### src/qved_pkg.sv
// ----------------------------------------------------------------------------
// qved_pkg
// Shared codes, widths and helpers for the query value extract/decode block.
// ----------------------------------------------------------------------------
package qved_pkg;

	// Fixed field and register widths
	localparam int BYTE_W     = 8;
	localparam int STATUS_W   = 2;
	localparam int KEYLEN_W   = 5;
	localparam int KEYWORD_W  = 64;
	localparam int CFG_IDX_W  = 2;
	localparam int KEY_CHARS  = 16;
	localparam int KEY_MAX_DEF = 16;

	// Configuration register indexes
	localparam logic [CFG_IDX_W-1:0] REG_KEY_LENGTH = 2'd0;
	localparam logic [CFG_IDX_W-1:0] REG_KEY_LOW    = 2'd1;
	localparam logic [CFG_IDX_W-1:0] REG_KEY_HIGH   = 2'd2;

	// Scan phases
	localparam int PHASE_W = 3;
	localparam logic [PHASE_W-1:0] PH_SEARCH = 3'd0;
	localparam logic [PHASE_W-1:0] PH_VALUE  = 3'd1;
	localparam logic [PHASE_W-1:0] PH_ESC1   = 3'd2;
	localparam logic [PHASE_W-1:0] PH_ESC2   = 3'd3;
	localparam logic [PHASE_W-1:0] PH_DONE   = 3'd4;

	// Result status codes
	localparam logic [STATUS_W-1:0] ST_BYTE     = 2'd0;
	localparam logic [STATUS_W-1:0] ST_COMPLETE = 2'd1;
	localparam logic [STATUS_W-1:0] ST_NOKEY    = 2'd2;
	localparam logic [STATUS_W-1:0] ST_TRUNC    = 2'd3;

	// Special characters
	localparam logic [BYTE_W-1:0] CH_PLUS    = 8'h2B;
	localparam logic [BYTE_W-1:0] CH_SPACE   = 8'h20;
	localparam logic [BYTE_W-1:0] CH_PERCENT = 8'h25;
	localparam logic [BYTE_W-1:0] CH_EQUAL   = 8'h3D;
	localparam logic [BYTE_W-1:0] CH_AMP     = 8'h26;

	// One result item
	typedef struct packed {
		logic [BYTE_W-1:0]   data;
		logic [STATUS_W-1:0] status;
		logic                last;
	} result_t;

	// Hex digit to nibble; anything else counts as zero
	function automatic logic [3:0] nibble_of(input logic [BYTE_W-1:0] c);
		logic [3:0] n;
		n = 4'd0;
		if (c >= 8'h30 && c <= 8'h39) begin
			n = 4'(c - 8'h30);
		end else if (c >= 8'h61 && c <= 8'h66) begin
			n = 4'(c - 8'h57);
		end else if (c >= 8'h41 && c <= 8'h46) begin
			n = 4'(c - 8'h37);
		end
		return n;
	endfunction

endpackage

### src/query_value_extract_decode.sv
// ----------------------------------------------------------------------------
// query_value_extract_decode
// Finds "key=" in a query string and emits the percent-decoded value.
// ----------------------------------------------------------------------------
// The block takes one query string character per cycle on the slave stream
// (s_tlast marks the final character) and compares a sliding window of the
// last KEY_MAX characters against the configured key in the same cycle that
// the character is accepted. Each character yields zero, one or two results,
// which go into a four-entry result queue; the master stream drains one result
// per cycle while m_tready is high. s_tready stays high while at least two queue
// entries are free, so a character is taken every cycle as long as the consumer
// keeps up; only the final value byte of a string gives two results. Key
// registers take effect on the next character.
// ----------------------------------------------------------------------------
module query_value_extract_decode #(
	parameter int KEY_MAX = qved_pkg::KEY_MAX_DEF
) (
	input  logic                           clk,
	input  logic                           arst_n,
	// configuration write port
	input  logic                           cfg_we,
	input  logic [qved_pkg::CFG_IDX_W-1:0] cfg_index,
	input  logic [qved_pkg::KEYWORD_W-1:0] cfg_wdata,
	// query string input
	input  logic                           s_tvalid,
	output logic                           s_tready,
	input  logic [7:0]                     s_tdata,   // [7:0] in_byte
	input  logic                           s_tlast,   // end_of_string
	// result output
	output logic                           m_tvalid,
	input  logic                           m_tready,
	output logic [7:0]                     m_tdata,   // [7:0] out_byte
	output logic [1:0]                     m_tuser,   // [1:0] status
	output logic                           m_tlast    // last
);
	import qved_pkg::*;

	localparam int LEN_W   = $clog2(KEY_MAX + 1);
	localparam int Q_DEPTH = 4;
	localparam int QPTR_W  = 2;
	localparam int QCNT_W  = 3;

	// Configuration registers
	logic [KEYLEN_W-1:0]  key_len_q;
	logic [KEYWORD_W-1:0] key_low_q;
	logic [KEYWORD_W-1:0] key_high_q;

	// Stream state
	logic [BYTE_W-1:0]  win_q [KEY_MAX];
	logic [PHASE_W-1:0] phase_q;
	logic [3:0]         hi_nib_q;
	logic [LEN_W-1:0]   seen_q;

	// Result queue
	result_t            q_mem [Q_DEPTH];
	logic [QPTR_W-1:0]  wr_ptr_q;
	logic [QPTR_W-1:0]  rd_ptr_q;
	logic [QCNT_W-1:0]  cnt_q;

	logic               in_xfer;
	logic               out_xfer;
	logic [BYTE_W-1:0]  key_chr [KEY_CHARS];
	logic [KEY_MAX:0]   match_len;
	logic [LEN_W-1:0]   len_eff;
	logic               key_hit;
	logic [BYTE_W-1:0]  plain_byte;
	logic [BYTE_W-1:0]  esc_byte;

	logic [PHASE_W-1:0] phase_d;
	logic [3:0]         hi_nib_d;
	logic               push;
	logic               res_a_vld;
	logic               res_b_vld;
	result_t            res_a;
	result_t            res_b;
	logic [1:0]         n_wr;

	assign in_xfer  = s_tvalid && s_tready;
	assign out_xfer = m_tvalid && m_tready;

	// Write configuration registers
	always_ff @(posedge clk or negedge arst_n) begin
		if (!arst_n) begin
			key_len_q  <= KEYLEN_W'(1);
			key_low_q  <= '0;
			key_high_q <= '0;
		end else if (cfg_we) begin
			unique case (cfg_index)
				REG_KEY_LENGTH: key_len_q  <= cfg_wdata[KEYLEN_W-1:0];
				REG_KEY_LOW:    key_low_q  <= cfg_wdata;
				REG_KEY_HIGH:   key_high_q <= cfg_wdata;
				default: ;
			endcase
		end
	end

	// Split key words into characters
	always_comb begin
		for (int i = 0; i < KEY_CHARS / 2; i++) begin
			key_chr[i]                 = key_low_q[BYTE_W*i +: BYTE_W];
			key_chr[i + KEY_CHARS / 2] = key_high_q[BYTE_W*i +: BYTE_W];
		end
	end

	// Saturate key length
	assign len_eff = (key_len_q > KEYLEN_W'(KEY_MAX)) ? LEN_W'(KEY_MAX)
	                                                  : LEN_W'(key_len_q);

	// Compare window against key for every possible length; newest byte ends the key
	always_comb begin
		match_len[0] = 1'b1;
		for (int l = 1; l <= KEY_MAX; l++) begin
			match_len[l] = 1'b1;
			for (int j = 0; j < l; j++) begin
				if (win_q[j] != key_chr[l - 1 - j]) begin
					match_len[l] = 1'b0;
				end
			end
		end
	end

	assign key_hit = (seen_q >= len_eff) && match_len[len_eff];

	assign plain_byte = (s_tdata == CH_PLUS) ? CH_SPACE : s_tdata;
	assign esc_byte   = {hi_nib_q, nibble_of(s_tdata)};

	// Decide next phase and the results of this character
	always_comb begin
		phase_d   = phase_q;
		hi_nib_d  = hi_nib_q;
		push      = 1'b0;
		res_a_vld = 1'b0;
		res_b_vld = 1'b0;
		res_a     = '{data: '0, status: ST_COMPLETE, last: 1'b1};
		res_b     = '{data: '0, status: ST_COMPLETE, last: 1'b1};
		unique case (phase_q)
			PH_SEARCH: begin
				if (s_tdata == CH_EQUAL && key_hit) begin
					phase_d   = PH_VALUE;
					res_a_vld = s_tlast;
				end else begin
					push         = 1'b1;
					res_a_vld    = s_tlast;
					res_a.status = ST_NOKEY;
				end
			end
			PH_VALUE: begin
				if (s_tdata == CH_AMP) begin
					res_a_vld = 1'b1;
					phase_d   = PH_DONE;
				end else if (s_tdata == CH_PERCENT) begin
					phase_d      = PH_ESC1;
					res_a_vld    = s_tlast;
					res_a.status = ST_TRUNC;
				end else begin
					res_a_vld = 1'b1;
					res_a     = '{data: plain_byte, status: ST_BYTE, last: 1'b0};
					res_b_vld = s_tlast;
				end
			end
			PH_ESC1: begin
				res_a.status = ST_TRUNC;
				if (s_tdata == CH_AMP) begin
					res_a_vld = 1'b1;
					phase_d   = PH_DONE;
				end else begin
					hi_nib_d  = nibble_of(s_tdata);
					phase_d   = PH_ESC2;
					res_a_vld = s_tlast;
				end
			end
			PH_ESC2: begin
				if (s_tdata == CH_AMP) begin
					res_a_vld    = 1'b1;
					res_a.status = ST_TRUNC;
					phase_d      = PH_DONE;
				end else begin
					res_a_vld = 1'b1;
					res_a     = '{data: esc_byte, status: ST_BYTE, last: 1'b0};
					phase_d   = PH_VALUE;
					res_b_vld = s_tlast;
				end
			end
			default: ;
		endcase
		// End of string restarts the search
		if (s_tlast) begin
			phase_d  = PH_SEARCH;
			hi_nib_d = 4'd0;
		end
	end

	// Advance stream state on each transfer
	always_ff @(posedge clk or negedge arst_n) begin
		if (!arst_n) begin
			phase_q  <= PH_SEARCH;
			hi_nib_q <= 4'd0;
			seen_q   <= '0;
		end else if (in_xfer) begin
			phase_q  <= phase_d;
			hi_nib_q <= hi_nib_d;
			if (s_tlast) begin
				seen_q <= '0;
			end else if (push && seen_q < LEN_W'(KEY_MAX)) begin
				seen_q <= seen_q + LEN_W'(1);
			end
		end
	end

	// Shift the window; entries beyond the seen count are never compared
	always_ff @(posedge clk) begin
		if (in_xfer && push) begin
			win_q[0] <= s_tdata;
			for (int i = 1; i < KEY_MAX; i++) begin
				win_q[i] <= win_q[i - 1];
			end
		end
	end

	// Queue writes
	assign n_wr = in_xfer ? ({1'b0, res_a_vld} + {1'b0, res_b_vld}) : 2'd0;

	always_ff @(posedge clk) begin
		if (in_xfer && res_a_vld) begin
			q_mem[wr_ptr_q] <= res_a;
		end
		if (in_xfer && res_b_vld) begin
			q_mem[wr_ptr_q + QPTR_W'(1)] <= res_b;
		end
	end

	// Queue pointers and fill count
	always_ff @(posedge clk or negedge arst_n) begin
		if (!arst_n) begin
			wr_ptr_q <= '0;
			rd_ptr_q <= '0;
			cnt_q    <= '0;
		end else begin
			wr_ptr_q <= wr_ptr_q + QPTR_W'(n_wr);
			if (out_xfer) begin
				rd_ptr_q <= rd_ptr_q + QPTR_W'(1);
			end
			cnt_q <= cnt_q + QCNT_W'(n_wr) - QCNT_W'(out_xfer);
		end
	end

	// Accept while two entries are free
	assign s_tready = (cnt_q <= QCNT_W'(Q_DEPTH - 2));
	assign m_tvalid = (cnt_q != '0);
	assign m_tdata  = q_mem[rd_ptr_q].data;
	assign m_tuser  = q_mem[rd_ptr_q].status;
	assign m_tlast  = q_mem[rd_ptr_q].last;

	// Queue never overfills
	a_cnt_bound: assert property (@(posedge clk) disable iff (!arst_n)
		cnt_q <= QCNT_W'(Q_DEPTH))
		else $error("result queue over capacity");

	// Fill count follows writes and reads
	a_cnt_track: assert property (@(posedge clk) disable iff (!arst_n)
		1'b1 |=> cnt_q == $past(cnt_q) + QCNT_W'($past(n_wr)) - QCNT_W'($past(out_xfer)))
		else $error("queue count mismatch");

	// End of string returns to search
	a_eos_restart: assert property (@(posedge clk) disable iff (!arst_n)
		in_xfer && s_tlast |=> phase_q == PH_SEARCH && seen_q == '0)
		else $error("stream state not cleared at end of string");

	// Nothing is emitted after the value has ended until the string ends
	a_done_quiet: assert property (@(posedge clk) disable iff (!arst_n)
		in_xfer && phase_q == PH_DONE |-> n_wr == 2'd0)
		else $error("result after value end");

	// A second result only closes the string
	a_second_last: assert property (@(posedge clk) disable iff (!arst_n)
		in_xfer && res_b_vld |-> s_tlast && res_a.status == ST_BYTE)
		else $error("unexpected second result");

endmodule

### config.mk
export PLATFORM = sky130hd
export DESIGN_NAME = query_value_extract_decode
export DESIGN_NICKNAME = d
export VERILOG_FILES = /design/src/qved_pkg.sv /design/src/query_value_extract_decode.sv
export SDC_FILE = /design/constraint.sdc
export NUM_CORES = 1
export LEC_CHECK = 0
export ABC_CLOCK_PERIOD_IN_PS = 7540
export BUFFER_PORTS_ARGS = -buffer_cell sky130_fd_sc_hd__buf_2
export CAP_MARGIN = 10
export CORE_MARGIN = 2
export CORE_UTILIZATION = 45
export CTS_CLUSTER_DIAMETER = 80
export CTS_CLUSTER_SIZE = 14
export DETAILED_ROUTE_END_ITERATION = 10
export GPL_TIMING_DRIVEN = 0
export PLACE_DENSITY = 0.65
export SLEW_MARGIN = 15
export SYNTH_ARGS = -nofsm -noshare
export SYNTH_HDL_FRONTEND = slang
export SYNTH_SLANG_ARGS = --single-unit
### constraint.sdc
create_clock -name clk -period 7.54 [get_ports clk]
set_clock_uncertainty 0.05 [all_clocks]
set_input_delay 1.508 -clock clk [delete_from_list [all_inputs] [get_ports clk]]
set_output_delay 1.508 -clock clk [all_outputs]
set_load 0.005 [all_outputs]
==> run_results.csv <==
group,metric,value,unit
synth,netlist_area,0.0260,sq mm
clocking,holdBufCountCts,0,
drt,routedWlPerCell,45.9,um
cells_and_area,fin_nets,2866,
clocking,cts_buffer_depth,3,
clocking,cts_buffers,31,
pwr,p_leak,0.0108,uW
sta,period_minus_slack,5.57,ns
min_path,min_from,"win_q[0][8]",
critical_path,crit_buf_inv,3,
floorplanning,num_rows,88,
min_path,worstHoldPathCells,0,
cells_and_area,final_cell_mix,"xor2_1, xnor2_1, buf_2, nor4_1, nand4_1",
global_route,antenna_found_initial,6,
clocking,cts.repair.resized,0,
sta,slew_headroom,-1.44,%
cells_and_area,layoutNonFillerInstCount,3560,
pwr,p_per_area,326,mW/mm^2
critical_path,worstSetupPathType,"register to register",
critical_path,endpoint_kind,"register",
sta,finalSetupTns,0,ns
pwr,vdd_ir_drop_max,0.249,mV
global_route,grt_pass1_wl,214000,um
clocking,tritoncts,"done",
critical_path,rr_worst_depth,13,
sta,hold_viol,0,
critical_path,slowest_stage,"nor4_1",
critical_path,cp_top_family,"simple AND/OR/NAND/NOR gates",
clocking,clkLatencyLatePin,0.67,ns
floorplanning,initial_utilization,45.3,%
synth,post_synth.cell_area_avg,9.85,sq um
drt,antenna_left,0,
clocking,cts-root-buf,"clkbuf_16",
synth,synth_cells,2641,
drt,drt_wl_total,163000,um
min_path,whs_endpoint,"win_q[0][16]",
critical_path,crit_cells,13,
outcome,failed_checks,"max-capacitance violations, max-slew violations",
cells_and_area,syn_to_final_growth,9.73,%
sta,hold_slack,0.378,ns
critical_path,crit_required,7.89,ns
placement,dp_hpwl,116000,um
min_path,min_path_type,"register to register",
global_route,grt_start_max_net_pins,84,
synth,ys_types,77,
floorplanning,die_w,244,um
sta,fin_crit_sh,73.9,%
flow_run,maxCapViolCount,1,
drt,drtIter0Drc,4388,
synth,synth-main-ff-cell,"dfrtp_1",
clocking,cts_setup_buffers,0,
placement,io_buffers,91,
critical_path,r2r_start,"key_high_q[26]",
drt,drt-vias-per-instance,6.96,
sta,setup_viol,0,
critical_path,arrival,5.93,ns
clocking,clkSinkCount,324,
global_route,grt_pass1_vias,23500,
sta,rsz0062_at_grt,"no",
sta,setup_ws,1.97,ns
critical_path,path_cells,"clkbuf_1 -> nor2b_1 -> a2111o_1 -> a2111oi_2 -> nand4_1 -> nor4_1 -> a41o_1 -> o32a_1 -> o21ai_2 -> nand2_1 -> nor2_4 -> buf_12 -> buf_12",
synth,syn_nets,2737,
placement,place_inst,3502,
cells_and_area,drive_gt1_share,20.1,%
floorplanning,fp.dieArea,0.0598,sq mm
critical_path,critical_path.max_stage_delay,1.10,ns
global_route,overflow,0,
floorplanning,die_y,244,um
synth,seq_area_frac_synth,32.8,%
floorplanning,fp.coreArea,0.0575,sq mm
sta,slew_violations,2,
critical_path,crit_fanout,31,
sta,tightestPinTransition,1.51,ns
synth,ys_ff_latch,324,
placement,placed_area,0.0276,sq mm
synth,synth-edff-count,128,
drt,first_pass_iters,6,
critical_path,ff2ff_setup_slack,1.97,ns
critical_path,r2r-end,"win_q[1][22]",
placement,gp_congestion,1.11,
critical_path,start_kind,"register",
drt,vias,24800,
clocking,clkSlewWorstSetupHoldPaths,0.09,ns
global_route,grt_usage,53.8,%
placement,pre_cts_ws,2.38,ns
cells_and_area,final_common_cell,"xor2_1",
cells_and_area,fin_area,0.0285,sq mm
clocking,cts_max_level,1,
sta,max_freq,179,MHz
outcome,outcome,"finished with violations",
synth,synth-async-reset-ratio,46.9,%
synth,yosysWarnings,0,
critical_path,cpMostUsedCell,"buf_12",
drt,drcViolationCount,0,
floorplanning,io_pins,93,
where the power goes:
part	switching (uW)	total, uW	internal [uW]
registers	332	2580	2240
logic	3450	5090	1640
clock network	812	1630	820
registers in the layout, summed over array words and instances (netlist names):
signal,flops
win_q,128
phase_q,3
key_low_q,64
key_high_q,64
key_len_q,5
cnt_q,3
seen_q,5
wr_ptr_q,2
hi_nib_q,4
rd_ptr_q,2
q_mem,44
area by class of cell:
| cell class | count | area, sq um |
|---|---|---|
| Tap cell | 765 | 957 |
| Antenna cell | 2 | 5.00 |
| Inverter | 71 | 267 |
| Fill cell | 5345 | 28900 |
| Buffer | 311 | 1830 |
| Clock inverter | 10 | 128 |
| Multi-Input combinational cell | 1935 | 15400 |
| Timing Repair Buffer | 96 | 573 |
| Clock buffer | 46 | 842 |
| Sequential cell | 324 | 8530 |
worst max path at each step:
stage | start | to | slack (ns)
5_1_grt | key_high_q[26] | win_q[0][49] | 2.10
2_1_floorplan | s_tdata[1] | win_q[0][0] | 1.34
6_report | key_high_q[26] | win_q[1][22] | 1.97
4_1_cts | key_high_q[26] | win_q[0][49] | 2.36
3_3_place_gp | key_len_q[4] | win_q[1][36] | -1.57
3_5_place_dp | key_high_q[26] | win_q[0][26] | 2.38
logic make-up after synthesis:
group / share of synthesized area, %
xor gates and xnor gates: 34.6
and+or+nand+nor: 12.2
buffers and inverters: 8.06
DFF: 32.8
AOI/OAI and AO/OA: 4.83
muxes: 6.70
adders and majority gates: 0.798
routing by layer:
layer | share of wire (%) | up-vias | global-route usage, %
met4 | 9.4 | 6 | 39.3
li1 | - | 9245 | -
met3 | 16 | 850 | 26.8
met2 | 39 | 2478 | 73.4
met5 | 0.023 | - | 0
met1 | 36 | 12200 | 64.7
cell usage after synthesis (5+ instances only):
| cell type | n | area share (%) |
|---|---|---|
| mux2_2 | 132 | 5.7 |
| nand2b_1 | 20 | 0.48 |
| buf_6 | 20 | 0.87 |
| a2111oi_0 | 5 | 0.17 |
| a22o_1 | 6 | 0.20 |
| or3_1 | 5 | 0.12 |
| buf_4 | 87 | 2.5 |
| o21ai_0 | 13 | 0.25 |
| inv_2 | 12 | 0.17 |
| a22oi_1 | 10 | 0.29 |
| a21oi_1 | 46 | 0.88 |
| o22ai_1 | 24 | 0.58 |
| inv_1 | 59 | 0.85 |
| a211o_1 | 5 | 0.17 |
| nor4_1 | 167 | 4.0 |
| clkbuf_1 | 51 | 0.74 |
| dfrtp_1 | 151 | 15 |
| buf_2 | 147 | 2.8 |
| dfxtp_1 | 44 | 3.4 |
| a221oi_1 | 8 | 0.27 |
| nor2_1 | 58 | 0.84 |
| nand2_1 | 69 | 1.0 |
| ha_1 | 15 | 0.72 |
| xnor2_1 | 472 | 16 |
| nand4_1 | 152 | 3.7 |
| nand3_1 | 31 | 0.60 |
| edfxtp_1 | 128 | 15 |
| o2111ai_1 | 5 | 0.17 |
| o2bb2ai_1 | 11 | 0.37 |
| nor3_1 | 34 | 0.65 |
| mux4_2 | 11 | 0.95 |
| nor2b_1 | 10 | 0.24 |
| xor2_1 | 556 | 19 |
worst reg2reg max path, stage by stage (launching register included):
cell and delay, ns:
dfrtp_1 0.32, clkbuf_1 0.92, nor2b_1 0.14, a2111o_1 0.40, a2111oi_2 0.30, nand4_1 0.37
nor4_1 1.11, a41o_1 0.37, o32a_1 0.21, o21ai_2 0.11, nand2_1 0.29, nor2_4 0.23
buf_12 0.28, buf_12 0.22
stage by stage:
step | utilization (%) | power (uW)
3_3_place_gp | 47.7 | 7240
3_5_place_dp | 48.0 | 7310
5_1_grt | 49.7 | 9360
2_1_floorplan | - | 5410
4_1_cts | 49.6 | 8920
6_report | 49.7 | 9300
No activity file was read; power rests on OpenSTA's default activity.
